--- src/rtl/swmm_pkg.sv ---
package swmm_pkg;

	localparam int WINDOW_MAX   = 64;
	localparam int SAMPLE_WIDTH = 32;
	localparam int WSIZE_W      = $clog2(WINDOW_MAX + 1);
	localparam int IDX_W        = $clog2(WINDOW_MAX);

	localparam logic [WSIZE_W-1:0] WSIZE_RESET = WSIZE_W'(3);

	typedef logic signed [SAMPLE_WIDTH-1:0] sample_t;
	typedef logic [WSIZE_W-1:0]             wsize_t;
	typedef logic [IDX_W-1:0]               idx_t;

	typedef struct packed {
		logic shift;
		logic restart;
	} cell_ctrl_t;

endpackage

--- src/rtl/swmm_cell.sv ---
module swmm_cell (
	input  logic                 clk,
	input  swmm_pkg::cell_ctrl_t ctrl,
	input  swmm_pkg::sample_t    sample,
	input  swmm_pkg::sample_t    prev_min,
	input  swmm_pkg::sample_t    prev_max,
	output swmm_pkg::sample_t    min_q,
	output swmm_pkg::sample_t    max_q
);

	// cell k holds min/max over the last k+1 samples of the current stream
	always_ff @(posedge clk) begin
		if (ctrl.shift) begin
			if (ctrl.restart) begin
				min_q <= sample;
				max_q <= sample;
			end else begin
				min_q <= (prev_min < sample) ? prev_min : sample;
				max_q <= (prev_max > sample) ? prev_max : sample;
			end
		end
	end

endmodule

--- config.mk ---
export PLATFORM = sky130hd
export DESIGN_NAME = swmm_cell
export DESIGN_NICKNAME = d
export VERILOG_FILES = /design/src/rtl/swmm_pkg.sv /design/src/rtl/swmm_cell.sv
export SDC_FILE = /design/constraint.sdc
export NUM_CORES = 1
export LEC_CHECK = 0
export CAP_MARGIN = 15
export CORE_UTILIZATION = 39
export DETAILED_ROUTE_END_ITERATION = 6
export DONT_BUFFER_PORTS = 1
export SLEW_MARGIN = 20
export SYNTH_ARGS = -nofsm -noshare
export SYNTH_HDL_FRONTEND = slang
export SYNTH_SLANG_ARGS = --single-unit
--- constraint.sdc ---
create_clock -name clk -period 3.8 [get_ports clk]
set_clock_uncertainty 0.1 [all_clocks]
set_input_delay 0.57 -clock clk [delete_from_list [all_inputs] [get_ports clk]]
set_output_delay 0.57 -clock clk [all_outputs]
set_load 0.005 [all_outputs]
==> results.toml <==
[status]
outcome = "finished clean"

[finish]
fillers = 1000
nets = 504
drive_gt1_frac = 0.216
multi_input_area_sq_um = 2230
fin_area_sq_um = 4670
seq_area_sq_um = 1920
final_cell_mix = "64 x edfxtp_1, 63 x ha_1, 34 x inv_1"
utilization = 0.429
final_common_cell = "edfxtp_1"
area_growth_syn_to_layout_pct = 6.69
diodes = 0

[setup_path]
path_buf_inv = 2
critPathTopFamily = "compound AO/OA/AOI/OAI gates"
crit_chain = "inv_1 > ha_1 > nand4_2 > or4_4 > a21o_1 > o211ai_2 > a2111o_1 > o211a_4 > buf_4 > mux2_2"
required_ns = 3.79
cp-start-kind = "input pin"
arrival_ns = 3.04
path_class = "input pin to register"
worstSetupEndpointType = "register"
slowest_stage = "or4_4"
worst-path-max-fanout = 15
max_stage_delay_ns = 0.57

[yosys]
syn_nets = 493
synth_top_area_share = 0.439
netlist_area_sq_um = 4370
synthCells = 331
synth_top_cell_by_area = "edfxtp_1"
yosys_register_bits = 64
synth-seq-area-share = 0.439
avgSynthCellArea_sq_um = 13.2
synth_area_leaders = "edfxtp_1 44%, ha_1 18%, mux2_4 10%, mux2_2 5.4%, mux2_1 3.3%"
yosysUniqueCellTypes = 36
synth_warnings = 0

[place]
gp_congestion = 0.790
dpl.hpwl_microns = 7740
post_dp_cell_area_sq_um = 4510
io_buffers = 0

[sta]
finalCritPeriodShare = 0.802
fin_crit_ns = 3.05
worst_pin_slew_ns = 0.670
hold_viol = 0
maxSlewHeadroom = 0.549
grt_setup_unrepaired = "no"
fmax_mhz = 328
drv_slew = 0
setup_viol = 0
setup_tns_ns = 0

[clocking]
cts_resized = 0
clock_path_buffers = 2
cts_max_level = 3
cts_buffers = 9
cts.clk_slew.worst_paths_ns = 0.07
postCtsSetupBuffers = 0
ctsRootBufferMaster = "clkbuf_8"
ctsHoldBuffers = 0
cts_tree = "done"
cts.sinks = 64

[global_routing]
grt_pass1_vias = 2665
gr-usage-all-layers = 0.167
grt_max_degree = 65
grt_pass1_wl_microns = 14300
antenna_found_initial = 0
gr-total-overflow = 0

[detailed_routing]
first_iter_violations = 96
wirelength_met1_microns = 4040
vias_per_cell = 5.40
wl_per_cell_microns = 19.9
wl_met3_microns = 785
ant_nets = 0
wl_met2_microns = 4750
top_layer_used = "met4"
dr.pass1.iters = 4
wl_microns = 9700
vias = 2631
drc = 0

[min_path]
min_path_type = "input pin to register"
holdPathStages = 0
min_from = "ctrl[1]"
min_to = "min_q[17]$_DFFE_PP_"

[pwr]
p_comb_frac = 0.188
total_power_mw = 1.72
pwr-share-clk = 0.281
p_int_mw = 1.28
power_density_nw_per_um2 = 369
vdd_ir_drop_max_mv = 0.162
pwr-share-seq = 0.531
p_leak_nw = 1.97
switching_share = 0.259
p_switching_mw = 0.445

[floorplanning]
die_x_microns = 108
start_util = 0.402
placement_rows = 38
die_y_microns = 108
die-area_sq_um = 11600
io_pins = 163
coreArea_sq_um = 10900

[run]
cap_violations = 0
## power by group through the flow
stage	logic [mW]	registers (mW)	clock network [mW]
final	0.324	0.914	0.484
after global routing	0.361	0.925	0.532
after CTS	0.328	0.917	0.506
after detailed placement	0.325	0.931	0
after global placement	0.318	0.932	0
after floorplan	0.277	0.916	0
## routing by layer
layer	track usage	vias up
met5	0	-
met4	0.0528	0
met3	0.0617	10
met2	0.278	99
met1	0.200	1230
li1	-	1292
## synthesized netlist by cell type
cell type / number
a2111oi_0: 1
nor2_1: 5
inv_1: 34
nor2b_1: 1
a221oi_1: 2
or4_1: 1
nor4_1: 2
buf_12: 3
nand3_1: 6
nand4_2: 1
a211oi_1: 2
a21oi_2: 1
nor3b_4: 1
a21o_1: 5
o211ai_2: 1
nand4_1: 12
a31oi_1: 1
mux2_1: 13
nand2b_1: 1
edfxtp_1: 64
nor3_1: 3
nand2_1: 12
a2111o_1: 1
o21a_1: 2
o211a_4: 1
a21oi_1: 24
and3_1: 1
or4_4: 1
mux2_2: 21
o211ai_1: 2
o211a_1: 1
o31a_1: 1
buf_6: 3
o21ai_0: 8
mux2_4: 30
ha_1: 63
## kinds of logic (layout without fill, tap and decap cells)
group,after synthesis,after routing,synth area share
buffers and inverters,40,56,0.0506
AOI/OAI and AO/OA,53,53,0.0787
and+or+nand+nor,47,47,0.0606
muxes,64,64,0.191
adders and majority gates,63,63,0.180
DFF,64,64,0.439
## through the flow
| stage | instances | worst slack, ns | hold WS [ns] |
|---|---|---|---|
| after floorplan | 331 | 0.787 | 0.582 |
| after global placement | 471 | 0.376 | 0.588 |
| after detailed placement | 471 | 0.355 | 0.587 |
| after CTS | 487 | 0.719 | 0.223 |
| after global routing | 487 | 0.613 | 0.216 |
| final | 487 | 0.751 | 0.243 |
## state kept, by name, indices dropped and copies added, names as in the netlist
signal,count
min_q,32
max_q,32
## worst max path at each step
stage / to / cells after the start / from / slack [ns]
finish: max_q[0]$_DFFE_PP_ / 10 / sample[14] / 0.75
global route: min_q[31]$_DFFE_PP_ / 10 / sample[27] / 0.61
CTS: min_q[13]$_DFFE_PP_ / 10 / sample[27] / 0.72
detailed placement: min_q[13]$_DFFE_PP_ / 10 / sample[27] / 0.35
global placement: min_q[31]$_DFFE_PP_ / 10 / sample[27] / 0.38
floorplan: min_q[13]$_DFFE_PP_ / 10 / sample[27] / 0.79
## final cells by class
type                       count  share of cell area
clock buffer                  10              0.0273
clock inverter                 6             0.00563
inverter                      34              0.0273
multi-input combinational    227               0.478
sequential                    64               0.412
tap                          140              0.0375
timing repair buffer           6              0.0123
Note: power is estimated with default switching activity, not from simulation.
